### config.mk
export PLATFORM = sky130hd
export DESIGN_NAME = bst_mul_unit
export DESIGN_NICKNAME = d
export VERILOG_FILES = /design/src/hdl/bst_pkg.sv /design/src/hdl/bst_mul_unit.sv
export SDC_FILE = /design/constraint.sdc
export NUM_CORES = 1
export LEC_CHECK = 0
export ABC_CLOCK_PERIOD_IN_PS = 800
export BUFFER_PORTS_ARGS = -buffer_cell sky130_fd_sc_hd__buf_2
export CORE_MARGIN = 2
export CORE_UTILIZATION = 50
export DETAILED_ROUTE_END_ITERATION = 6
export GPL_TIMING_DRIVEN = 0
export PLACE_DENSITY = 0.81
export SYNTH_ARGS = -nofsm -noshare
export SYNTH_HDL_FRONTEND = slang
export SYNTH_SLANG_ARGS = --single-unit
### constraint.sdc
create_clock -name clk -period 0.8 [get_ports clk]
set_input_delay 0.04 -clock clk [delete_from_list [all_inputs] [get_ports clk]]
set_output_delay 0.04 -clock clk [all_outputs]
set_load 0.1 [all_outputs]
### src/hdl/bst_pkg.sv
// Shared constants, types and structs of the B-spline segment tessellator.
package bst_pkg;

    localparam int COORD_WIDTH  = 16;
    localparam int MAX_SEGMENTS = 64;
    localparam int SEG_CNT_W    = 7;
    localparam int STEP_W       = 16;
    localparam int CFG_DATA_W   = 16;
    localparam int CFG_IDX_W    = 1;
    localparam int K_W          = $clog2(MAX_SEGMENTS);

    localparam int Q_ONE        = 65536;
    localparam int U_W          = 17;
    localparam int U_ACC_W      = 22;
    localparam int WGT_W        = 20;
    localparam int MUL_W        = 22;
    localparam int PROD_W       = 2 * MUL_W;
    localparam int ACC_W        = 40;

    localparam int HALF_Q16     = 32768;
    localparam int HALF6        = 196608;
    localparam int DIV_SHIFT    = 17;
    localparam int DIV_OFFSET   = 3 * (1 << DIV_SHIFT);
    localparam int RECIP        = 699051;
    localparam int RECIP_SHIFT  = 21;
    localparam int QUO_W        = 21;

    localparam logic [CFG_IDX_W-1:0] REG_SEGMENTS = 1'd0;
    localparam logic [CFG_IDX_W-1:0] REG_STEP     = 1'd1;

    localparam logic [SEG_CNT_W-1:0] SEG_RESET  = 7'd50;
    localparam logic [STEP_W-1:0]    STEP_RESET = 16'd1311;

    typedef logic signed [COORD_WIDTH-1:0] coord_t;

    typedef struct packed {
        coord_t x;
        coord_t y;
    } point_t;

    typedef struct packed {
        coord_t seg_start_x;
        coord_t seg_start_y;
        coord_t seg_end_x;
        coord_t seg_end_y;
        logic   span_last;
    } seg_t;

    typedef enum logic [2:0] {
        TAG_NONE,
        TAG_U2,
        TAG_T2,
        TAG_U3,
        TAG_T3,
        TAG_ACCX,
        TAG_ACCY,
        TAG_QX
    } mul_tag_t;

    typedef struct packed {
        logic signed [MUL_W-1:0] a;
        logic signed [MUL_W-1:0] b;
        mul_tag_t                tag;
    } mul_req_t;

    typedef struct packed {
        logic signed [PROD_W-1:0] prod;
        mul_tag_t                 tag;
    } mul_rsp_t;

    typedef struct packed {
        logic   load;
        logic   restart;
        logic   shift;
        point_t pt;
    } win_ctl_t;

endpackage

### src/hdl/bst_mul_unit.sv
// Shared signed multiplier with registered product and tag.
module bst_mul_unit import bst_pkg::*;
(
    input  logic     clk,
    input  logic     rst_n,
    input  mul_req_t req,
    output mul_rsp_t rsp
);

    logic signed [PROD_W-1:0] prod_reg;
    mul_tag_t                 tag_reg;

    always_ff @(posedge clk)
    begin
        prod_reg <= req.a * req.b;
    end

    always_ff @(posedge clk or negedge rst_n)
    begin
        if (!rst_n)
        begin
            tag_reg <= TAG_NONE;
        end
        else
        begin
            tag_reg <= req.tag;
        end
    end

    assign rsp.prod = prod_reg;
    assign rsp.tag  = tag_reg;

endmodule

==> metrics.csv, run 1 <==
metric;value;unit
Synthesized Nets;2741;
DRT antenna net count;0;
Crit. End Element;flop;
post-synth top area share;0.527;
commonest non-fill, non-tap cells in the layout;531 x inv_1, 471 x fa_1, 263 x nand2_1;
area delta synth->final;27.6;%
DIE HEIGHT;199;um
Die ar.;39700;um2
Synth area leaders;fa_1 53%, inv_1 11%, ha_1 8.9%;
final hold vios;0;
HP Class;in2async;
CTS sink cnt;47;
Initial Util;0.507;
Post-Syn Area;19000;um2
grt total ovfl;0;
starting DRC count in detailed routing;1007;
pin count of the biggest net entering global routing;19;
htree depth;2;
max reg flops;44;
RSZ-0062 raised after global routing;true;
Synth Instances;2056;
dpl cells;2662;
Post-synth EDFFs;0;
Final WS setup;-5420;ps
Cell variety after synth;56;
max_slew headroom;0.616;
#FFs+latches synth;47;
Peak Freq;0.161;GHz
max-cap viol count;0;
Root Driver;clkbuf_16;
share of synthesized registers carrying an async set or reset;0.0638;
CP Launch Type;primary input;
Die W;199;um
failing checks;setup timing;
total track usage;0.343;
first-pass GRT wire length;98.0;mm
Vias per Instance;5.36;
row cnt;71;
DRT Wirelength;63.9;mm
fin cells;2762;
Tmin final;6220;ps
Setup Crit Path Kind;in2reg;
syn_area_per_cell;9.26;um2
Port Buffers;95;
GP Congestion;1.03;
final setup violation count;89;
worst slew pin tran;576;ps
first-pass detailed-route iteration total;6;
CTS Buffer Depth;2;
drt wl/cell;23.1;um
vias in the first global route;17200;
layout cells sized above 1;0.255;
TritonCTS clock tree;yes;
status;finished with violations;
post-synth top area cell;fa_1;
Nets;2932;
initial antenna violation count;4;
Slew Viols, Final;0;
Seq/Total Area, Yosys;0.0502;
most common cell after layout, fill and taps aside;inv_1;
synth warn;0;
residual DRC count;0;
Critical Path RT;1000;ps
DPL Wire Length;49.3;mm
Top Ports;96;
Final period util;7.77;
DR vias;14800;
CP max FO;6;
data arrival time of the worst path;6410;ps
core area;37600;um2
clk slew on worst S/H paths;80;ps
Top FF cell, synth;dfxtp_1;
CTS buffer count;5;
-- kinds of logic (layout without fill, tap and decap cells) --
kind of cell / Yosys count / count (layout) / share of synthesized area
flops: 47 / 47 / 0.0502
buf+inv: 652 / 844 / 0.129
fa+ha+maj: 636 / 636 / 0.615
simple gates: 553 / 553 / 0.140
mux: 2 / 2 / 0.00131
xor+xnor: 50 / 50 / 0.0230
other cells: 0 / 3 / 0
compound gates: 116 / 116 / 0.0414
-- per-layer routing --
layer / wire [um] / up-vias / global-route usage
met3: 4500 / 254 / 0.0427
met5: 0 / - / 0
met2: 32600 / 695 / 0.611
met4: 5220 / 0 / 0.211
met1: 21600 / 7601 / 0.392
li1: - / 6254 / -
-- per-stage QoR --
stage,utilization,cell area (um2),setup slack [ps],TNS (ps),hold slack [ps]
after floorplan,-,20300,-5340,-166070,-256
final,0.647,24300,-5420,-184880,51.7
after global placement,0.570,21400,-6380,-200550,-167
after global routing,0.647,24300,-5560,-191270,55.7
after detailed placement,0.570,21400,-6370,-201850,-163
after CTS,0.630,23700,-5370,-182260,31.5
-- how the worst max path moves through the flow --
stage	depth (start not counted)	startpoint	to	slack, ps
finish	26	req[46]	prod_reg[43]	-5420
floorplan	24	req[46]	prod_reg[43]	-5340
CTS	26	req[46]	prod_reg[43]	-5370
global route	26	req[46]	prod_reg[43]	-5560
global placement	24	req[8]	prod_reg[43]	-6380
detailed placement	24	req[8]	prod_reg[43]	-6370
-- final cells by class --
class / count / area, um2
Multi-Input combinational cell: 1357 / 17100
Clock inverter: 3 / 47.5
Clock buffer: 5 / 125
Sequential cell: 47 / 1010
Buffer: 88 / 1140
Fill cell: 2953 / 13300
Timing Repair Buffer: 185 / 2120
Inverter: 563 / 2130
Antenna cell: 3 / 7.51
Tap cell: 511 / 639
-- critical path: stages --
cell and delay [ps]:
buf_8 100, clkbuf_16 150, and2_4 170, fa_1 580, inv_2 70, fa_2 550, inv_2 50, fa_2 640
inv_6 70, fa_1 480, inv_1 50, fa_1 460, fa_1 520, inv_1 60, fa_1 490, inv_2 50
ha_4 210, a21o_1 170, a211o_1 340, a21oi_2 140, a21oi_2 80, a31oi_4 170, buf_12 140, o311ai_4 110
o41a_1 380, xnor2_2 150
-- Yosys cell counts (5+ instances only) --
cell,number
nor2_1,30
nand2_1,289
o21ai_0,20
fa_1,501
inv_1,563
a21o_1,16
dfxtp_1,44
nand3_1,8
and3_1,6
clkbuf_1,86
ha_1,135
and2_1,193
nand2b_1,12
xor2_1,12
a21oi_1,37
xnor2_1,38
a31oi_1,5
o21bai_1,5
-- timing repair --
item	4_1_cts	5_1_grt
resized for setup	404	117
hold endpoints to repair	7	0
hold buffers	5	0
pin swaps	75	74
cloned	1	0
setup buffers	57	32
setup endpoints to repair	89	90
Power of run 1 is left out: the tool's default activity adds up to more than one toggle a clock period on the data nets, which glitch-free logic cannot reach.
==> run 2: changes to the inputs <==
--- a/config.mk
+++ b/config.mk
@@ -5,12 +5,12 @@
 export SDC_FILE = /design/constraint.sdc
 export NUM_CORES = 1
 export LEC_CHECK = 0
+export ABC_AREA = 1
 export ABC_CLOCK_PERIOD_IN_PS = 800
 export BUFFER_PORTS_ARGS = -buffer_cell sky130_fd_sc_hd__buf_2
 export CORE_MARGIN = 2
 export CORE_UTILIZATION = 50
 export DETAILED_ROUTE_END_ITERATION = 6
-export GPL_TIMING_DRIVEN = 0
 export PLACE_DENSITY = 0.81
 export SYNTH_ARGS = -nofsm -noshare
 export SYNTH_HDL_FRONTEND = slang
==> run 2 against run 1 <==
Effect of this change: the flow still finishes with violations (setup timing); cell count is 27% higher; first-iteration DRC count is 33% higher; critical path depth is 1 higher; critical path type unchanged.
==> metrics.csv, run 2 <==
metric;value;unit
Final period util;6.85;
Final WS setup;-4680;ps
Synth Instances;2662;
HP Class;in2async;
first-pass detailed-route iteration total;6;
CTS sink cnt;47;
max reg flops;44;
Critical Path RT;1030;ps
Final Util;0.692;
syn_area_per_cell;7.73;um2
DRT Wirelength;67.7;mm
max_slew headroom;0.818;
initial antenna violation count;0;
area delta synth->final;36.9;%
pin count of the biggest net entering global routing;22;
layout cells sized above 1;0.318;
Synth area leaders;fa_1 49%, inv_1 16%, nand2_1 14%;
Top FF cell, synth;dfxtp_1;
Peak Freq;0.183;GHz
Synthesized Nets;3347;
total track usage;0.310;
CP max FO;6;
top-count cell post-synth;inv_1;
most common cell after layout, fill and taps aside;inv_1;
commonest non-fill, non-tap cells in the layout;766 x inv_1, 615 x nand2_1, 460 x fa_1;
Vias per Instance;5.30;
starting DRC count in detailed routing;1343;
CP Launch Type;primary input;
htree depth;2;
wl on met1;21.8;mm
CTS Buffer Depth;2;
#FFs+latches synth;47;
failing checks;setup timing;
final hold vios;0;
DPL Wire Length;50.3;mm
residual DRC count;0;
DR vias;18600;
grt total ovfl;0;
TritonCTS clock tree;yes;
met2 routed WL;34.6;mm
Tmin final;5480;ps
GP Congestion;0.953;
max-cap viol count;0;
worst slew pin tran;272;ps
status;finished with violations;
Die W;207;um
row cnt;74;
first-pass GRT wire length;103;mm
Root Driver;clkbuf_16;
Post-synth EDFFs;0;
post-synth top area cell;fa_1;
routed wl met3;5.25;mm
CTS buffer count;5;
share of synthesized registers carrying an async set or reset;0.0638;
Port Buffers;95;
highest metal used;met4;
Post-Syn Area;20600;um2
Die ar.;42800;um2
post-synth top area share;0.487;
Post-synth top cells;863 x inv_1, 760 x nand2_1, 501 x fa_1;
DRT antenna net count;0;
Initial Util;0.505;
core area;40700;um2
Nets;3657;
Slew Viols, Final;0;
Setup Crit Path Kind;in2reg;
RSZ-0062 raised after global routing;true;
Crit. End Element;flop;
final setup violation count;89;
Top Ports;96;
Seq/Total Area, Yosys;0.0464;
drt wl/cell;19.3;um
vias in the first global route;20900;
data arrival time of the worst path;5710;ps
clk slew on worst S/H paths;70;ps
Cell variety after synth;32;
DIE HEIGHT;207;um
synth warn;0;
==> run 2: cell types whose count changed after synthesis, sizes merged, moves of 10 or more <==
cell,delta
nand2b,-12
a21oi,-10
a21o,-13
nand3,+42
and2,-193
nand2,+487
inv,+303
o21ai,-19
nor2,+67
xnor2,-33
==> run 2: final cells by class <==
class	count	area, um2
multi-input combinational	1660	18400
fill	2634	12500
timing repair buffer	391	4620
inverter	867	3280
sequential	47	1030
tap	532	666
clock buffer	5	125
clock inverter	3	27.5
antenna	1	2.50
==> run 2: timing repair <==
item,CTS,global route
resized for setup,402,192
endpoints found under the setup margin,90,89
hold endpoints to repair,6,0
setup buffers,51,16
gates cloned,5,3
hold buffers,4,0
pin swaps,189,124
==> run 2: cells by family after synthesis <==
logic type               Yosys count  synth area share
AND/OR/NAND/NOR                  951             0.186
AO/OA/AOI/OAI                     47            0.0131
XOR/XNOR                          26            0.0111
flip-flops                        47            0.0464
adder cells (fa/ha/maj)          636             0.569
buffers and inverters            955             0.174
==> run 2: metrics by stage <==
stage                     setup slack, ps  area, um2  hold slack, ps  TNS, ps  instances
after floorplan                     -4650      22400            -256  -157450       2662
after global placement              -5020      25200            -168  -183380       3427
after detailed placement            -5110      25200            -165  -186330       3427
after CTS                           -4460      27300            46.2  -165080       3493
after global routing                -4830      28200            59.9  -176930       3505
final                               -4680      28200            54.1  -171050       3506
==> run 2: path summary, 6_finish.rpt <==
check,start,endpoint,slack (ps),depth (start not counted)
setup / recovery,req[13],prod_reg[24],-4680,27
hold / removal,rst_n,tag_reg[1],50,2
max in group asynchronous,rst_n,tag_reg[2],630,2
min in group clk,req[25],prod_reg[0],190,4
==> run 2: worst max-delay path, cell delays in order <==
cell and delay, ps:
buf_12 110, buf_12 140, nand2_4 60, inv_2 30
fa_1 540, inv_1 50, fa_1 490, inv_2 50
fa_1 530, inv_2 50, fa_2 590, inv_2 50
fa_2 430, fa_1 560, inv_2 70, fa_1 550
inv_2 70, ha_4 320, nand2_4 80, inv_4 80
nand2_4 70, nor3_4 180, nand2_1 90, nand2_2 110
nand2_2 70, a21o_1 160, nand2_2 110
==> run 2: layer usage <==
metal / vias to the layer above / track usage
li1: 7949 / -
met1: 9088 / 0.333
met2: 1080 / 0.571
met3: 470 / 0.0444
met4: 0 / 0.195
met5: - / 0
Power of run 2 is left out for the same reason.
