==> src/hdl/bst_pkg.sv <==
// Shared constants, types and structs of the B-spline segment tessellator.
package bst_pkg;

    localparam int COORD_WIDTH  = 16;
    localparam int MAX_SEGMENTS = 64;
    localparam int SEG_CNT_W    = 7;
    localparam int STEP_W       = 16;
    localparam int CFG_DATA_W   = 16;
    localparam int CFG_IDX_W    = 1;
    localparam int K_W          = $clog2(MAX_SEGMENTS);

    localparam int Q_ONE        = 65536;
    localparam int U_W          = 17;
    localparam int U_ACC_W      = 22;
    localparam int WGT_W        = 20;
    localparam int MUL_W        = 22;
    localparam int PROD_W       = 2 * MUL_W;
    localparam int ACC_W        = 40;

    localparam int HALF_Q16     = 32768;
    localparam int HALF6        = 196608;
    localparam int DIV_SHIFT    = 17;
    localparam int DIV_OFFSET   = 3 * (1 << DIV_SHIFT);
    localparam int RECIP        = 699051;
    localparam int RECIP_SHIFT  = 21;
    localparam int QUO_W        = 21;

    localparam logic [CFG_IDX_W-1:0] REG_SEGMENTS = 1'd0;
    localparam logic [CFG_IDX_W-1:0] REG_STEP     = 1'd1;

    localparam logic [SEG_CNT_W-1:0] SEG_RESET  = 7'd50;
    localparam logic [STEP_W-1:0]    STEP_RESET = 16'd1311;

    typedef logic signed [COORD_WIDTH-1:0] coord_t;

    typedef struct packed {
        coord_t x;
        coord_t y;
    } point_t;

    typedef struct packed {
        coord_t seg_start_x;
        coord_t seg_start_y;
        coord_t seg_end_x;
        coord_t seg_end_y;
        logic   span_last;
    } seg_t;

    typedef enum logic [2:0] {
        TAG_NONE,
        TAG_U2,
        TAG_T2,
        TAG_U3,
        TAG_T3,
        TAG_ACCX,
        TAG_ACCY,
        TAG_QX
    } mul_tag_t;

    typedef struct packed {
        logic signed [MUL_W-1:0] a;
        logic signed [MUL_W-1:0] b;
        mul_tag_t                tag;
    } mul_req_t;

    typedef struct packed {
        logic signed [PROD_W-1:0] prod;
        mul_tag_t                 tag;
    } mul_rsp_t;

    typedef struct packed {
        logic   load;
        logic   restart;
        logic   shift;
        point_t pt;
    } win_ctl_t;

endpackage

==> src/hdl/bst_eval_seq.sv <==
// Sequencer: evaluates curve points on the shared multiplier and emits segments.
module bst_eval_seq import bst_pkg::*;
(
    input  logic                 clk,
    input  logic                 rst_n,
    input  logic                 start,
    input  point_t               p_new,
    input  point_t [2:0]         win,
    input  logic [SEG_CNT_W-1:0] n_seg,
    input  logic [STEP_W-1:0]    step,
    output mul_req_t             req,
    input  mul_rsp_t             rsp,
    input  logic                 slot_free,
    output logic                 busy,
    output logic                 emit,
    output seg_t                 seg,
    output logic                 done,
    output point_t               p4
);

    typedef enum logic [11:0] {
        S_IDLE = 12'b000000000001,
        S_UU   = 12'b000000000010,
        S_TT   = 12'b000000000100,
        S_U3   = 12'b000000001000,
        S_T3   = 12'b000000010000,
        S_WB   = 12'b000000100000,
        S_WGT  = 12'b000001000000,
        S_MAC  = 12'b000010000000,
        S_DX   = 12'b000100000000,
        S_DY   = 12'b001000000000,
        S_FIN  = 12'b010000000000,
        S_EMIT = 12'b100000000000
    } state_t;

    state_t state_reg, state_next;

    logic [U_ACC_W-1:0]        u_reg;
    logic [K_W-1:0]            k_reg;
    logic [2:0]                j_reg;
    logic                      first_reg;
    point_t                    p4_reg;
    point_t                    prev_reg;
    point_t                    cur_reg;
    logic [U_W-1:0]            u2_reg, t2_reg, u3_reg, t3_reg;
    logic [3:0][WGT_W-1:0]     w_reg;
    logic signed [ACC_W-1:0]   accx_reg, accy_reg;

    logic [U_W-1:0]            u_c, t_c;
    logic [PROD_W-1:0]         rnd;
    logic [U_W-1:0]            pow_val;
    logic [U_ACC_W-1:0]        w2_full, w3_full;
    point_t                    psel;
    coord_t                    csel;
    logic signed [ACC_W-1:0]   div_src, div_n, div_x;
    logic [QUO_W-1:0]          quo;
    logic signed [QUO_W:0]     q_s;
    coord_t                    q_sat;
    logic                      last;

    assign u_c = (u_reg > U_ACC_W'(Q_ONE)) ? U_W'(Q_ONE) : u_reg[U_W-1:0];
    assign t_c = U_W'(Q_ONE) - u_c;

    assign rnd     = rsp.prod + PROD_W'(HALF_Q16);
    assign pow_val = rnd[16 +: U_W];

    assign w2_full = U_ACC_W'(4 * Q_ONE) + {5'b0, u3_reg} * U_ACC_W'(3)
                   - {5'b0, u2_reg} * U_ACC_W'(6);
    assign w3_full = {5'b0, u2_reg} * U_ACC_W'(3) + {5'b0, u_c} * U_ACC_W'(3)
                   + U_ACC_W'(Q_ONE) - {5'b0, u3_reg} * U_ACC_W'(3);

    always_comb
    begin
        unique case (j_reg[1:0])
            2'd0: psel = win[0];
            2'd1: psel = win[1];
            2'd2: psel = win[2];
            2'd3: psel = p4_reg;
        endcase
        csel = j_reg[2] ? psel.y : psel.x;
    end

    assign div_src = (state_reg == S_DX) ? accx_reg : accy_reg;
    assign div_n   = div_src + ACC_W'(HALF6);
    assign div_x   = (div_n >>> DIV_SHIFT) + ACC_W'(DIV_OFFSET);

    assign quo   = rsp.prod[RECIP_SHIFT +: QUO_W];
    assign q_s   = $signed({1'b0, quo}) - (QUO_W+1)'(1 << DIV_SHIFT);
    assign q_sat = (q_s > (QUO_W+1)'(32767))  ? coord_t'(16'sh7FFF) :
                   (q_s < -(QUO_W+1)'(32768)) ? coord_t'(16'sh8000) :
                   q_s[COORD_WIDTH-1:0];

    always_comb
    begin
        req.a   = '0;
        req.b   = '0;
        req.tag = TAG_NONE;
        unique case (state_reg)
            S_UU:
            begin
                req.a   = {5'b0, u_c};
                req.b   = {5'b0, u_c};
                req.tag = TAG_U2;
            end
            S_TT:
            begin
                req.a   = {5'b0, t_c};
                req.b   = {5'b0, t_c};
                req.tag = TAG_T2;
            end
            S_U3:
            begin
                req.a   = {5'b0, u2_reg};
                req.b   = {5'b0, u_c};
                req.tag = TAG_U3;
            end
            S_T3:
            begin
                req.a   = {5'b0, t2_reg};
                req.b   = {5'b0, t_c};
                req.tag = TAG_T3;
            end
            S_MAC:
            begin
                req.a   = {2'b0, w_reg[j_reg[1:0]]};
                req.b   = {{(MUL_W-COORD_WIDTH){csel[COORD_WIDTH-1]}}, csel};
                req.tag = j_reg[2] ? TAG_ACCY : TAG_ACCX;
            end
            S_DX, S_DY:
            begin
                req.a   = div_x[MUL_W-1:0];
                req.b   = MUL_W'(RECIP);
                req.tag = (state_reg == S_DX) ? TAG_QX : TAG_NONE;
            end
            default:
            begin
                req.tag = TAG_NONE;
            end
        endcase
    end

    assign last = {1'b0, k_reg} == n_seg - SEG_CNT_W'(1);
    assign busy = state_reg != S_IDLE;
    assign emit = (state_reg == S_EMIT) && !first_reg && slot_free;
    assign done = emit && last;

    always_comb
    begin
        state_next = state_reg;
        unique case (state_reg)
            S_IDLE: if (start) state_next = S_UU;
            S_UU:   state_next = S_TT;
            S_TT:   state_next = S_U3;
            S_U3:   state_next = S_T3;
            S_T3:   state_next = S_WB;
            S_WB:   state_next = S_WGT;
            S_WGT:  state_next = S_MAC;
            S_MAC:  if (j_reg == 3'd7) state_next = S_DX;
            S_DX:   state_next = S_DY;
            S_DY:   state_next = S_FIN;
            S_FIN:  state_next = S_EMIT;
            S_EMIT:
            begin
                if (first_reg)
                begin
                    state_next = S_UU;
                end
                else if (slot_free)
                begin
                    state_next = last ? S_IDLE : S_UU;
                end
            end
            default: state_next = S_IDLE;
        endcase
    end

    always_ff @(posedge clk or negedge rst_n)
    begin
        if (!rst_n)
        begin
            state_reg <= S_IDLE;
        end
        else
        begin
            state_reg <= state_next;
        end
    end

    always_ff @(posedge clk)
    begin
        unique case (rsp.tag)
            TAG_U2:   u2_reg   <= pow_val;
            TAG_T2:   t2_reg   <= pow_val;
            TAG_U3:   u3_reg   <= pow_val;
            TAG_T3:   t3_reg   <= pow_val;
            TAG_ACCX: accx_reg <= accx_reg + rsp.prod[ACC_W-1:0];
            TAG_ACCY: accy_reg <= accy_reg + rsp.prod[ACC_W-1:0];
            TAG_QX:   cur_reg.x <= q_sat;
            TAG_NONE:
            begin
                if (state_reg == S_FIN)
                begin
                    cur_reg.y <= q_sat;
                end
            end
        endcase

        if (state_reg == S_IDLE && start)
        begin
            p4_reg    <= p_new;
            u_reg     <= '0;
            k_reg     <= '0;
            first_reg <= 1'b1;
        end

        if (state_reg == S_WGT)
        begin
            w_reg[0] <= {3'b0, t3_reg};
            w_reg[1] <= w2_full[WGT_W-1:0];
            w_reg[2] <= w3_full[WGT_W-1:0];
            w_reg[3] <= {3'b0, u3_reg};
            accx_reg <= '0;
            accy_reg <= '0;
            j_reg    <= '0;
        end
        else if (state_reg == S_MAC)
        begin
            j_reg <= j_reg + 3'd1;
        end

        if (state_reg == S_EMIT)
        begin
            if (first_reg)
            begin
                prev_reg  <= cur_reg;
                first_reg <= 1'b0;
                u_reg     <= u_reg + U_ACC_W'(step);
            end
            else if (slot_free)
            begin
                prev_reg <= cur_reg;
                k_reg    <= k_reg + K_W'(1);
                u_reg    <= u_reg + U_ACC_W'(step);
            end
        end
    end

    assign seg.seg_start_x = prev_reg.x;
    assign seg.seg_start_y = prev_reg.y;
    assign seg.seg_end_x   = cur_reg.x;
    assign seg.seg_end_y   = cur_reg.y;
    assign seg.span_last   = last;
    assign p4              = p4_reg;

    a_k_in_range: assert property (@(posedge clk) disable iff (!rst_n)
        (state_reg == S_EMIT && !first_reg) |-> {1'b0, k_reg} < n_seg)
        else $error("segment index past span length");

    a_idle_no_mul: assert property (@(posedge clk) disable iff (!rst_n)
        (state_reg == S_IDLE) |=> (rsp.tag == TAG_NONE))
        else $error("multiplier result while idle");

endmodule

==> config.mk <==
export PLATFORM = sky130hd
export DESIGN_NAME = bst_eval_seq
export DESIGN_NICKNAME = d
export VERILOG_FILES = /design/src/hdl/bst_pkg.sv /design/src/hdl/bst_eval_seq.sv
export SDC_FILE = /design/constraint.sdc
export NUM_CORES = 1
export LEC_CHECK = 0
export ABC_AREA = 1
export CORE_MARGIN = 2
export CORE_UTILIZATION = 40
export DETAILED_ROUTE_END_ITERATION = 10
export DONT_BUFFER_PORTS = 1
export PLACE_DENSITY = 0.63
export SYNTH_ARGS = -nofsm -noshare
export SYNTH_HDL_FRONTEND = slang
export SYNTH_SLANG_ARGS = --single-unit
==> constraint.sdc <==
create_clock -name clk -period 14.65 [get_ports clk]
set_input_delay 2.1975 -clock clk [delete_from_list [all_inputs] [get_ports clk]]
set_output_delay 2.1975 -clock clk [all_outputs]
set_load 0.02 [all_outputs]
==> flow_summary.toml <==
[layout]
n_antenna_cell = 0
largest_reg_flops = 73
syn2layout_area_growth_pct = 9.71
layout-drive-gt1-share = 0.0499
nets = 3866
final-seq-area_sq_um = 9620
fillCellCount = 6762
multi_input_area_sq_um = 15100

[run_status]
outcome = "finished clean"

[sta]
setup_violations = 0
max_freq_mhz = 145
rsz0062_at_grt = "no"
skew_ns = 0.0211
finalHoldViolations = 0
relSlewSlack = 0.0910
post-route-min-period_ns = 6.91
holdWs_ns = 0.411
fin_crit_sh = 0.472
slew_violations = 0
setup_tns_ns = 0
worst_slew_pin_slew_ns = 1.36

[floorplanning]
ios = 349
die_x_um = 263
core_area_sq_um = 66800
die_h_um = 263
rows = 95
floorplan.die_area_sq_um = 69300
start_util = 0.402

[synth]
yosysSeqAreaShare = 0.358
syn-num-nets = 3875
synth_ff_type = "edfxtp_1"
synth_top_area_share = 0.265
synth.cell_area_sq_um = 26900
synth_area_leaders = "edfxtp_1 (26%), ha_1 (9.1%), nand2_1 (9.0%)"
syn_inst = 3420
synth_most_common_cell = "nand2_1"
avgSynthCellArea_sq_um = 7.86
synth_top_cell_by_area = "edfxtp_1"
yosysWarnings = 0
ys_ff_latch = 359
synth-async-reset-ratio = 0.0334
yosysUniqueCellTypes = 62
synth_edf_count = 237
synth_commonest_cells = "nand2_1 (643), inv_1 (488), nor2_1 (289)"

[worst_setup_path]
crit_fanout = 40
worstPathArrival_ns = 4.72
crit_required_ns = 12.45
end_kind = "output port"
reg2reg_slack_ns = 8.05
path_class = "reg2out"
start_kind = "flip-flop"

[global_route]
grt_remaining_overflow = 0
grt_usage = 0.262
grt_max_degree = 59
grt_antenna_before_repair = 1
grt_pass1_wl_mm = 138
grt_pass1_vias = 22800

[routing]
ant_nets = 0
wl_mm = 93.5
via_count = 24000
viasPerCell = 5.56
drc = 0
wl_per_cell_um = 21.6
drtPass1Iterations = 5
drt_iter0_markers = 1683

[power]
peakVddDrop_mv = 0.112
power_density_nw_per_um2 = 163
p_leak_nw = 12.9
power_mw = 4.81

[cts]
root_buffer = "clkbuf_16"
clock_latency_ns = 0.61
clkTransAtPathRegs_ns = 0.06
cts-buffers-inserted = 44
clock_tree.buffer_depth = 3
postCtsHoldBufs = 0
cts_sinks = 359
htree_levels = 2
cts_resized = 0
cts_tree = "built"
cts_setup_buffers = 0

[placement]
routabilityCongestion = 0.964
numPortBuffers = 0
hpwl_mm = 74.4

[worst_hold_path]
worst_hold_path_type = "reg2reg"

[flow_run]
maxCapViolCount = 0
## logic make-up after synthesis
| logic type | after synthesis | share of synthesized area |
|---|---|---|
| adders and majority gates | 253 | 0.134 |
| AOI/OAI and AO/OA | 767 | 0.167 |
| and+or+nand+nor | 1304 | 0.207 |
| xor gates and xnor gates | 154 | 0.0502 |
| DFF | 359 | 0.358 |
| buffers and inverters | 583 | 0.0841 |
## worst paths after layout
| path | to | start | depth (start not counted) |
|---|---|---|---|
| min | w_reg[12] | t3_reg[12] | 0 |
| max | req[36] | state_reg[2] | 15 |
| min reg2reg | w_reg[12] | t3_reg[12] | 0 |
| max in group asynchronous | state_reg[0] | rst_n | 0 |
| min in group asynchronous | state_reg[8] | rst_n | 0 |
| max reg2reg | w_reg[56] | u_reg[20] | 23 |
## per-stage QoR
stage | cell area (sq um) | cells | setup slack [ns] | utilization
floorplan | 26900 | 3420 | 8.74 | -
detailed placement | 27900 | 4238 | 8.05 | 0.418
CTS | 29500 | 4319 | 7.76 | 0.442
global route | 29500 | 4319 | 7.44 | 0.442
finish | 29500 | 4319 | 7.74 | 0.442
global placement | 27900 | 4238 | 8.06 | 0.418
## placed cells by master (no fill, tap or decap), types with 13 or more instances in the layout
master	n
ha_1	195
nand2_1	642
dfxtp_1	110
nand4_1	41
a31oi_1	25
inv_1	487
nor2_2	14
a221oi_1	15
nor3_1	34
a21o_1	19
nor2_1	288
o22ai_1	15
o211ai_1	17
o21a_1	13
o21bai_1	41
fa_1	58
a21oi_1	280
a21boi_0	16
clkbuf_16	45
nand3_1	216
xor2_1	106
buf_4	31
xnor2_1	48
o21ai_0	248
edfxtp_1	237
## area by class of cell
| class | count | area share |
|---|---|---|
| tap | 873 | 0.0370 |
| multi-input combinational | 2478 | 0.511 |
| timing repair buffer | 31 | 0.00789 |
| inverter | 497 | 0.0633 |
| sequential | 359 | 0.326 |
| clock buffer | 56 | 0.0416 |
| clock inverter | 25 | 0.0127 |
## report_power, final
| part | switching (mW) | internal, mW |
|---|---|---|
| logic | 1.41 | 0.762 |
| clock network | 0.471 | 0.740 |
| registers | 0.157 | 1.27 |
| total | 2.03 | 2.77 |
## worst max-delay path, cell delays in order (launching register included)
cell	delay (ns)
dfrtp_1	0.41
nor2_2	0.17
nand2_2	0.12
nor2_4	0.59
nand2_4	0.51
nand2_1	0.17
nand2_1	0.10
ha_1	0.22
inv_1	0.15
nand3_2	0.13
nor2_4	0.21
inv_2	0.08
nor2_1	0.18
nand3_1	0.14
o211ai_1	0.48
nand4_1	0.42
## metal layers
metal,track usage,vias up,share of wire
li1,-,11600,-
met1,0.311,11300,0.39
met2,0.447,952,0.47
met3,0.0639,215,0.086
met4,0.120,0,0.051
met5,0,-,0
(Power assumes the default switching activity.)
