## src/hdl/bst_pkg.sv

```systemverilog
// Shared constants, types and structs of the B-spline segment tessellator.
package bst_pkg;

    localparam int COORD_WIDTH  = 16;
    localparam int MAX_SEGMENTS = 64;
    localparam int SEG_CNT_W    = 7;
    localparam int STEP_W       = 16;
    localparam int CFG_DATA_W   = 16;
    localparam int CFG_IDX_W    = 1;
    localparam int K_W          = $clog2(MAX_SEGMENTS);

    localparam int Q_ONE        = 65536;
    localparam int U_W          = 17;
    localparam int U_ACC_W      = 22;
    localparam int WGT_W        = 20;
    localparam int MUL_W        = 22;
    localparam int PROD_W       = 2 * MUL_W;
    localparam int ACC_W        = 40;

    localparam int HALF_Q16     = 32768;
    localparam int HALF6        = 196608;
    localparam int DIV_SHIFT    = 17;
    localparam int DIV_OFFSET   = 3 * (1 << DIV_SHIFT);
    localparam int RECIP        = 699051;
    localparam int RECIP_SHIFT  = 21;
    localparam int QUO_W        = 21;

    localparam logic [CFG_IDX_W-1:0] REG_SEGMENTS = 1'd0;
    localparam logic [CFG_IDX_W-1:0] REG_STEP     = 1'd1;

    localparam logic [SEG_CNT_W-1:0] SEG_RESET  = 7'd50;
    localparam logic [STEP_W-1:0]    STEP_RESET = 16'd1311;

    typedef logic signed [COORD_WIDTH-1:0] coord_t;

    typedef struct packed {
        coord_t x;
        coord_t y;
    } point_t;

    typedef struct packed {
        coord_t seg_start_x;
        coord_t seg_start_y;
        coord_t seg_end_x;
        coord_t seg_end_y;
        logic   span_last;
    } seg_t;

    typedef enum logic [2:0] {
        TAG_NONE,
        TAG_U2,
        TAG_T2,
        TAG_U3,
        TAG_T3,
        TAG_ACCX,
        TAG_ACCY,
        TAG_QX
    } mul_tag_t;

    typedef struct packed {
        logic signed [MUL_W-1:0] a;
        logic signed [MUL_W-1:0] b;
        mul_tag_t                tag;
    } mul_req_t;

    typedef struct packed {
        logic signed [PROD_W-1:0] prod;
        mul_tag_t                 tag;
    } mul_rsp_t;

    typedef struct packed {
        logic   load;
        logic   restart;
        logic   shift;
        point_t pt;
    } win_ctl_t;

endpackage

```

## src/hdl/bst_window.sv

```systemverilog
// Three-point control window and held-point count.
module bst_window import bst_pkg::*;
(
    input  logic           clk,
    input  logic           rst_n,
    input  win_ctl_t       ctl,
    output point_t [2:0]   win,
    output logic   [1:0]   held
);

    point_t [2:0] w_reg;
    logic   [1:0] held_reg;

    always_ff @(posedge clk)
    begin
        if (ctl.load)
        begin
            if (ctl.restart)
            begin
                w_reg[0] <= ctl.pt;
            end
            else
            begin
                w_reg[held_reg] <= ctl.pt;
            end
        end
        else if (ctl.shift)
        begin
            w_reg[0] <= w_reg[1];
            w_reg[1] <= w_reg[2];
            w_reg[2] <= ctl.pt;
        end
    end

    always_ff @(posedge clk or negedge rst_n)
    begin
        if (!rst_n)
        begin
            held_reg <= 2'd0;
        end
        else if (ctl.load)
        begin
            if (ctl.restart)
            begin
                held_reg <= 2'd1;
            end
            else
            begin
                held_reg <= held_reg + 2'd1;
            end
        end
    end

    assign win  = w_reg;
    assign held = held_reg;

    a_shift_full: assert property (@(posedge clk) disable iff (!rst_n)
        ctl.shift |-> held_reg == 2'd3)
        else $error("window shift with fewer than three points");

    a_load_not_full: assert property (@(posedge clk) disable iff (!rst_n)
        (ctl.load && !ctl.restart) |-> held_reg != 2'd3)
        else $error("point stored into full window");

endmodule

```

## config.mk

```make
export PLATFORM = sky130hd
export DESIGN_NAME = bst_window
export DESIGN_NICKNAME = d
export VERILOG_FILES = /design/src/hdl/bst_pkg.sv /design/src/hdl/bst_window.sv
export SDC_FILE = /design/constraint.sdc
export NUM_CORES = 1
export LEC_CHECK = 0
export ABC_AREA = 0
export ABC_CLOCK_PERIOD_IN_PS = 6800
export BUFFER_PORTS_ARGS = -buffer_cell sky130_fd_sc_hd__buf_2
export CAP_MARGIN = 20
export CORE_ASPECT_RATIO = 1.1
export CORE_MARGIN = 1.5
export CORE_UTILIZATION = 54
export DETAILED_ROUTE_END_ITERATION = 10
export PLACE_DENSITY = 0.88
export SLEW_MARGIN = 20
export SYNTH_ARGS = -nofsm -noshare
export SYNTH_HDL_FRONTEND = slang
export SYNTH_SLANG_ARGS = --single-unit
```

## constraint.sdc

```tcl
create_clock -name clk -period 6.8 [get_ports clk]
set_clock_uncertainty 0.15 [all_clocks]
set_input_delay 0.34 -clock clk [delete_from_list [all_inputs] [get_ports clk]]
set_output_delay 0.34 -clock clk [all_outputs]
set_load 0.005 [all_outputs]
```

==> results of run 1 <==
## metrics by stage
| stage | hold slack [ns] | total power, uW | instance area (sq um) | std cells |
|---|---|---|---|---|
| 3_3_place_gp | -0.0245 | 942 | 4760 | 469 |
| 6_report | 0.0709 | 1260 | 4930 | 485 |
| 2_1_floorplan | -0.106 | 868 | 4080 | 265 |
| 4_1_cts | 0.0634 | 1260 | 4930 | 485 |
| 3_5_place_dp | -0.0226 | 953 | 4760 | 469 |
| 5_1_grt | 0.0621 | 1310 | 4930 | 485 |
## timing repair
item                      4_1_cts  5_1_grt
buffers inserted                0        0
gates resized for setup         0        0
hold endpoints to repair        2        0
hold buffers                    1        0
## layout make-up
cell class                      count  area share [%]
Sequential cell                    98            59.5
Multi-Input combinational cell    143            20.4
Timing Repair Buffer              139            14.4
Clock buffer                        9            2.51
Tap cell                           87            2.21
Clock inverter                      6           0.711
Inverter                            3           0.229
## worst reg2reg max path, cell delays in order, from the launching register on
cell and delay, ns:
sky130_fd_sc_hd__dfrtp_1 0.42, sky130_fd_sc_hd__inv_1 0.11, sky130_fd_sc_hd__ha_1 0.16, sky130_fd_sc_hd__nor2_2 0.03
sky130_fd_sc_hd__buf_4 0.25, sky130_fd_sc_hd__o21bai_4 0.80
## power groups by stage
stage	Combinational, uW	Clock (uW)	Sequential [uW]
2_1_floorplan	92.7	0	776
3_3_place_gp	173	0	769
3_5_place_dp	182	0	771
4_1_cts	182	321	758
5_1_grt	200	347	763
6_report	180	320	758
## synthesized netlist by cell type (all sizes together)
cell,n,share of area (%)
o22ai,1,0.15
nand2b,1,0.15
and2,33,5.1
dfrtp,2,1.2
inv,3,0.28
edfxtp,96,71
nor2,2,0.18
ha,3,0.92
a21oi,1,0.12
a21o,2,0.37
buf,17,3.2
a22o,32,6.9
o21bai,1,0.18
nand2,33,3.0
o2bb2ai,32,6.9
clkbuf,4,0.37
nor2b,1,0.15
and2b,1,0.18
## metal layers
| layer | vias to the layer above | wire (um) |
|---|---|---|
| met5 | - | 0 |
| met4 | 0 | 164 |
| met3 | 15 | 563 |
| li1 | 1266 | - |
| met1 | 1312 | 3600 |
| met2 | 110 | 4310 |
## logic make-up after synthesis
family	after synthesis	share of synthesized area, %
AOI/OAI and AO/OA	69	14.6
adders and majority gates	3	0.920
buffers and inverters	24	3.89
DFF	98	71.9
and+or+nand+nor	71	8.77
## worst max path at each step
stage,startpoint,to,slack (ns),cells past startpoint
finish,held[0],win[24],4.50,5
detailed placement,ctl[34],win[39],4.25,3
floorplan,held[0],win[0],3.82,5
CTS,held[0],win[15],4.47,5
global route,held[0],win[15],4.34,5
global placement,ctl[34],win[38],4.37,3
==> impl_metrics.toml, run 1 <==
[critical_path]
crit_path_end_kind = "register"
worst-r2r-setup-slack_ns = 4.50
maximum_fanout_along_the_worst_path = 33
worst-path-buf-inv = 2
crit_family = "compound AO/OA/AOI/OAI gates"
reg2reg_depth = 5
critical_path.cell_chain = "inv_1 -> ha_1 -> nor2_2 -> buf_4 -> o21bai_4"
worst_path_largest_cell_delay_ns = 0.79
regToRegEndpoint = "win[24]"
critPathSlowestCell = "sky130_fd_sc_hd__o21bai_4"
cp.arrival_ns = 2.13
worstSetupStartpointType = "register"
reg2reg_from = "held[0]"
worstSetupPathType = "register to register"
worst_ep_required_time_ns = 6.63

[yosys]
post_syn_area_sq_mm = 0.00408
synth.yosys.seq_area_share_pct = 71.9
postSynthAreaPerCell_sq_um = 15.4
synth-seq-cells = 98
synth.lib_cells_used.distinct = 21
syn_inst = 265
syn-num-nets = 305
synth.yosys.warnings = 0

[pwr]
cellInternalPower_uw = 941
clkPwrFrac_pct = 25.4
peakVddDrop_mv = 0.149
power_switching_share_pct = 25.1
seq_power_share_pct = 60.2
power_density_mw_per_mm2 = 255
power.switching_uw = 316
leakage_uw = 0.00202
combPwrFrac_pct = 14.3

[outcome]
outcome = "completed"

[global_routing]
grt_start_max_net_pins = 65
gr-usage-met1_pct = 27.3
grtUsageMet3_pct = 4.31
globalRoute.totalOverflow = 0
antenna_found_initial = 0
globalRouteTotalUtil_pct = 21.5
global_route_hottest_layer = "met2"
fraction_of_met2_tracks_used_by_global_routing_pct = 36.2
grt_first_pass_wirelength_mm = 13.1
first_global_vias = 2645

[drt]
routedWlPerCell_um = 17.8
drtPass1Iterations = 4
postRouteAntennaNets = 0
postRouteWirelength_mm = 8.64
drtIter0Drc = 180
drt-vias-per-instance = 5.57
route.detailed.drc = 0
routed-via-count = 2703

[sta]
period_needed_ns = 2.30
max_slew.worst_pin.slew_ns = 0.970
fin_crit_sh_pct = 33.8
timing.slew.headroom_pct = 35.2
hold_viol = 0
tns_ns = 0
finalSetupViolCount = 0
achievable_frequency_mhz = 435
rsz0062_at_grt = "false"
timing_max_transition_violations_final = 0
layout_setup_ws_ns = 4.50

[min_path]
hold_path_end = "held[1]"
worst_hold_path_type = "input port to register"
worstHoldPathCells = 2
timing.hold.worst.start = "ctl[33]"

[cells_and_area]
mostFrequentLayoutCell = "sky130_fd_sc_hd__buf_2"
multi_input_comb_area_sq_mm = 0.00100
regArea_sq_mm = 0.00293
num_antenna_cells = 0
largest_reg_flops = 96
fillerInstances = 545
utilization_pct = 66.7
drive_gt1_share_pct = 38.7
nNetsFinal = 434
area.growth.synth_to_final_pct = 20.7
leading_cell_types_in_the_layout_fill_and_taps_excluded = "sky130_fd_sc_hd__buf_2, sky130_fd_sc_hd__edfxtp_1, sky130_fd_sc_hd__nand2_1"

[floorplanning]
design.die.area_sq_mm = 0.00809
coreArea_sq_mm = 0.00739
number_of_i_o_pins = 135
die_w_um = 85.9
die_height_um = 94.2
cell_row_count = 33
starting_utilization_of_the_core_area_pct = 55.2

[clock_tree]
clk_root_buffer_cell = "sky130_fd_sc_hd__clkbuf_8"
cts_tree = "built"
clockBufferDepth = 2
clock_latency_ns = 0.35
tritoncts_buffers = 9
clk_pin_slew_worst_paths_ns = 0.08
htree_levels = 3
cts_num_sinks = 98

[run]
timing.max_cap.violations = 0

[placement]
port_buf_inserts = 134
gp_congestion = 0.737
dpl.hpwl_mm = 5.69
placement.setup.worst_slack_ns = 4.25
Note: power is estimated with default switching activity, not from simulation.
==> inputs of run 2 (changes only) <==
--- a/config.mk
+++ b/config.mk
@@ -6,14 +6,14 @@
 export NUM_CORES = 1
 export LEC_CHECK = 0
 export ABC_AREA = 0
-export ABC_CLOCK_PERIOD_IN_PS = 6800
+export ABC_CLOCK_PERIOD_IN_PS = 2400
 export BUFFER_PORTS_ARGS = -buffer_cell sky130_fd_sc_hd__buf_2
 export CAP_MARGIN = 20
 export CORE_ASPECT_RATIO = 1.1
 export CORE_MARGIN = 1.5
-export CORE_UTILIZATION = 54
+export CORE_UTILIZATION = 50
 export DETAILED_ROUTE_END_ITERATION = 10
-export PLACE_DENSITY = 0.88
+export PLACE_DENSITY = 0.82
 export SLEW_MARGIN = 20
 export SYNTH_ARGS = -nofsm -noshare
 export SYNTH_HDL_FRONTEND = slang
==> constraint.sdc (replaced) <==
create_clock -name clk -period 2.4 [get_ports clk]
set_clock_uncertainty 0.15 [all_clocks]
set_input_delay 0.12 -clock clk [delete_from_list [all_inputs] [get_ports clk]]
set_output_delay 0.12 -clock clk [all_outputs]
set_load 0.005 [all_outputs]
==> run 2 against run 1 <==
Compared with the run above: first-iteration DRC count stayed put; non-clock buffer count is 41 higher; clock power grew to 2.9 times the previous value; design area is 8.9% higher; largest cell class unchanged; highest routed layer unchanged; combinational power grew to 3.2 times the previous value; flip-flop and latch count stayed put; register-to-register slack worse by 4.1 ns; die area is 7.7% higher.
==> impl_metrics.toml, run 2 (synthesis results as in run 1) <==
[outcome]
outcome = "completed"

[global_routing]
globalRoute.totalOverflow = 0
globalRouteTotalUtil_pct = 22.6
first_global_vias = 2911
grt_first_pass_wirelength_mm = 14.5
antenna_found_initial = 0
grt_start_max_net_pins = 33

[floorplanning]
die_height_um = 97.8
starting_utilization_of_the_core_area_pct = 51.6
design.die.area_sq_mm = 0.00871
number_of_i_o_pins = 135
die_w_um = 89.1
coreArea_sq_mm = 0.00791
cell_row_count = 34

[pwr]
power_density_mw_per_mm2 = 682
peakVddDrop_mv = 0.362
leakage_uw = 0.00221

[drt]
drtPass1Iterations = 4
postRouteAntennaNets = 0
postRouteWirelength_mm = 9.54
routed-via-count = 2906
route.detailed.drc = 0
routedWlPerCell_um = 17.4
drt-vias-per-instance = 5.30
drtIter0Drc = 180

[sta]
period_needed_ns = 2.00
fin_crit_sh_pct = 83.2
max_slew.worst_pin.slew_ns = 0.566
hold_viol = 0
rsz0062_at_grt = "false"
achievable_frequency_mhz = 501
timing_max_transition_violations_final = 0
finalSetupViolCount = 0
tns_ns = 0
timing.slew.headroom_pct = 62.2

[clock_tree]
tritoncts_buffers = 9
clock_latency_ns = 0.35
cts.repair_timing.setup_buffer_count = 0
clk_pin_slew_worst_paths_ns = 0.09
htree_levels = 3
clk_root_buffer_cell = "sky130_fd_sc_hd__clkbuf_8"
cts_tree = "built"
clockBufferDepth = 2
cts_num_sinks = 98

[cells_and_area]
num_antenna_cells = 0
mostFrequentLayoutCell = "sky130_fd_sc_hd__buf_2"
nNetsFinal = 475
leading_cell_types_in_the_layout_fill_and_taps_excluded = "sky130_fd_sc_hd__buf_2, sky130_fd_sc_hd__edfxtp_1, sky130_fd_sc_hd__dlygate4sd3_1"
drive_gt1_share_pct = 36.8
area.growth.synth_to_final_pct = 31.5
utilization_pct = 67.8
fillerInstances = 614
largest_reg_flops = 96

[placement]
port_buf_inserts = 134
dpl.hpwl_mm = 6.23
gp_congestion = 0.841

[critical_path]
cp.arrival_ns = 2.07
worstSetupStartpointType = "register"
worst_ep_required_time_ns = 2.47
crit_path_end_kind = "register"
maximum_fanout_along_the_worst_path = 19
worstSetupPathType = "register to register"

[run]
timing.max_cap.violations = 0

[min_path]
worst_hold_path_type = "input port to register"
run 2: per-stage QoR:
| stage | setup WS, ns | area [sq um] | hold slack [ns] | total power [uW] | std cells |
|---|---|---|---|---|---|
| floorplan | 0.106 | 4090 | -0.326 | 2460 | 265 |
| finish | 0.403 | 5370 | 0.0961 | 3660 | 548 |
| global route | 0.262 | 5370 | 0.123 | 3820 | 548 |
| detailed placement | 0.456 | 4850 | -0.241 | 2720 | 497 |
| CTS | 0.456 | 5370 | 0.0869 | 3680 | 548 |
| global placement | 0.549 | 4850 | -0.245 | 2690 | 497 |
run 2: timing repair:
action | 4_1_cts | 5_1_grt
resized for setup | 0 | 0
endpoints found under the hold margin | 94 | 0
hold buffers | 35 | 0
endpoints found under the setup margin | 0 | 0
run 2: final timing paths:
path / slack, ns / startpoint / cells after the start / to
worst max-delay path: 0.40 / held[1] / 5 / win[42]
worst min-delay path: 0.1 / ctl[34] / 3 / held[1]
worst max register to register: 0.40 / held[1] / 5 / win[42]
worst min register to register: 0.40 / held[0] / 1 / held[0]
max in group asynchronous: 1.52 / rst_n / 3 / held[0]
min in group asynchronous: 0.46 / rst_n / 3 / held[1]
run 2: power breakdown:
| part | internal [uW] | switching, uW |
|---|---|---|
| registers | 2080 | 63.8 |
| logic | 276 | 307 |
| clock network | 374 | 558 |
| total | 2730 | 929 |
run 2: worst max-delay path, cell delays in order (launching register included):
cell and delay (ns):
sky130_fd_sc_hd__dfrtp_1 0.41, sky130_fd_sc_hd__inv_1 0.11, sky130_fd_sc_hd__ha_1 0.17, sky130_fd_sc_hd__and2_1 0.49, sky130_fd_sc_hd__buf_4 0.36, sky130_fd_sc_hd__a22o_1 0.18
run 2: per-layer routing:
metal | GRT usage, % | vias up | wire length, um
met5 | 0 | - | 0
met4 | 8.40 | 0 | 168
met3 | 6.09 | 14 | 742
met2 | 36.2 | 129 | 4890
met1 | 29.5 | 1407 | 3730
li1 | - | 1356 | -
run 2: area by class of cell:
class	count	area, sq um	share of cell area, %
inverter	3	11.3	0.210
timing repair buffer	180	1120	20.8
multi-input combinational	143	1000	18.7
tap	108	135	2.52
sequential	98	2930	54.7
clock inverter	7	43.8	0.816
clock buffer	9	124	2.31
==> inputs of run 3 (changes only) <==
--- a/config.mk
+++ b/config.mk
@@ -6,7 +6,7 @@
 export NUM_CORES = 1
 export LEC_CHECK = 0
 export ABC_AREA = 0
-export ABC_CLOCK_PERIOD_IN_PS = 2400
+export ABC_CLOCK_PERIOD_IN_PS = 1900
 export BUFFER_PORTS_ARGS = -buffer_cell sky130_fd_sc_hd__buf_2
 export CAP_MARGIN = 20
 export CORE_ASPECT_RATIO = 1.1
==> constraint.sdc (replaced) <==
create_clock -name clk -period 1.9 [get_ports clk]
set_clock_uncertainty 0.15 [all_clocks]
set_input_delay 0.095 -clock clk [delete_from_list [all_inputs] [get_ports clk]]
set_output_delay 0.095 -clock clk [all_outputs]
set_load 0.005 [all_outputs]
==> run 3 against run 2 <==
Compared with the run above: non-clock buffer count rose by 4; core utilization rose by 0.66 points; clock power rose by 24%; first-iteration DRC count fell by 15%; global-route usage fell by 0.38 points; die area did not move; flip-flop and latch count did not move; count of clock-buffer cells in the layout rose by 2; critical path type unchanged; critical endpoint is now win[1]; largest power group unchanged.
==> impl_metrics.toml, run 3 (synthesis results as in run 1) <==
[outcome]
outcome = "completed"

[drt]
drtPass1Iterations = 4
postRouteAntennaNets = 0
routed-via-count = 2941
drtIter0Drc = 153
routedWlPerCell_um = 17.0
postRouteWirelength_mm = 9.39
route.detailed.drc = 0
drt-vias-per-instance = 5.33

[cells_and_area]
area.growth.synth_to_final_pct = 32.8
num_antenna_cells = 0
layoutNonFillerInstCount = 552
drive_gt1_share_pct = 37.4
leading_cell_types_in_the_layout_fill_and_taps_excluded = "sky130_fd_sc_hd__buf_2, sky130_fd_sc_hd__edfxtp_1, sky130_fd_sc_hd__dlygate4sd3_1"
nNetsFinal = 479
stdcell_area_sq_mm = 0.00542
mostFrequentLayoutCell = "sky130_fd_sc_hd__buf_2"
largest_reg_flops = 96

[critical_path]
worstSetupPathType = "register to register"
maximum_fanout_along_the_worst_path = 23
cp.arrival_ns = 1.63
worstSetupStartpointType = "register"
reg2reg_depth = 5
worst-r2r-setup-slack_ns = 0.22
regToRegEndpoint = "win[1]"
worst_ep_required_time_ns = 1.85
reg2reg_from = "held[0]"
crit_path_end_kind = "register"

[sta]
period_needed_ns = 1.68
achievable_frequency_mhz = 595
fin_crit_sh_pct = 88.4
rsz0062_at_grt = "false"
max_slew.worst_pin.slew_ns = 0.404
timing_max_transition_violations_final = 0
timing.slew.headroom_pct = 73.1
hold_viol = 0
finalSetupViolCount = 0

[global_routing]
globalRoute.totalOverflow = 0
antenna_found_initial = 0
globalRouteTotalUtil_pct = 22.2
grt_first_pass_wirelength_mm = 14.3
first_global_vias = 2886
grt_start_max_net_pins = 47

[clock_tree]
clock_latency_ns = 0.35
clockBufferDepth = 2
clk_root_buffer_cell = "sky130_fd_sc_hd__clkbuf_8"
htree_levels = 3
post_cts.resized_instances = 0
clk_pin_slew_worst_paths_ns = 0.09
cts_tree = "built"
cts_num_sinks = 98
cts.repair_timing.setup_buffer_count = 0
tritoncts_buffers = 9

[pwr]
leakage_uw = 0.00223
peakVddDrop_mv = 0.463
totalPowerFinal_uw = 4630
power_density_mw_per_mm2 = 854

[run]
timing.max_cap.violations = 0

[floorplanning]
die_w_um = 89.1
coreArea_sq_mm = 0.00791
design.die.area_sq_mm = 0.00871
die_height_um = 97.8
cell_row_count = 34
number_of_i_o_pins = 135
starting_utilization_of_the_core_area_pct = 51.6

[min_path]
timing.hold.worst.start = "ctl[34]"
worst_hold_path_type = "input port to register"
hold_path_end = "win[12]"
worstHoldPathCells = 3

[placement]
port_buf_inserts = 134
place.detailed.instances = 501
dpl.hpwl_mm = 6.19
dpl-instance-area_sq_mm = 0.00491
gp_congestion = 0.812
-- run 3: cell types whose count changed in the layout (fill, tap and decap cells not counted), sizes merged --
cell	before	now
clkbuf	9	11
buf	145	149
clkinvlp	0	3
inv	4	3
clkinv	6	2
-- run 3: worst max path at each step --
stage / end / startpoint
2_1_floorplan: win[0] / held[0]
3_3_place_gp: win[6] / held[0]
3_5_place_dp: win[1] / held[0]
4_1_cts: win[5] / held[0]
5_1_grt: win[5] / held[1]
6_report: win[1] / held[0]
-- run 3: where the power goes --
group	switching, uW	leakage [uW]	internal, uW	total, uW
clock network	692	0.0000730	471	1160
logic	391	0.00119	371	762
registers	77.5	0.000965	2620	2700
-- run 3: final cells by class --
type / count / area (sq um)
flip-flops and latches: 98 / 2930
multi-input cells: 143 / 1010
inverters: 3 / 11.3
repair buffers: 184 / 1170
fillers: 591 / 2490
clock buffers: 11 / 131
clock inverters: 5 / 31.3
well taps: 108 / 135
-- run 3: routing by layer --
metal	share of wire, %	global-route usage (%)	vias up
li1	-	-	1359
met1	40	27.4	1433
met2	51	37.2	133
met3	7.3	4.73	16
met4	2.2	10.1	0
met5	0	0	-
-- run 3: stage by stage --
stage               hold WS (ns)  setup slack, ns  TNS, ns  utilization, %
floorplan                 -0.351          -0.0306   -0.979               -
global placement          -0.267            0.296        0            62.0
detailed placement        -0.268            0.220        0            62.0
CTS                       0.0685            0.211        0            68.5
global route              0.0928            0.103        0            68.5
finish                    0.0885            0.221        0            68.5
-- run 3: critical path: stages, from the launching register on --
cell,delay (ns)
sky130_fd_sc_hd__dfrtp_1,0.42
sky130_fd_sc_hd__inv_1,0.09
sky130_fd_sc_hd__ha_2,0.18
sky130_fd_sc_hd__nor2_2,0.16
sky130_fd_sc_hd__buf_4,0.31
sky130_fd_sc_hd__o2bb2ai_1,0.12
-- run 3: repair_timing --
action                     4_1_cts  5_1_grt
setup endpoints to repair        0        0
hold buffers                    35        0
hold endpoints to repair        99        0
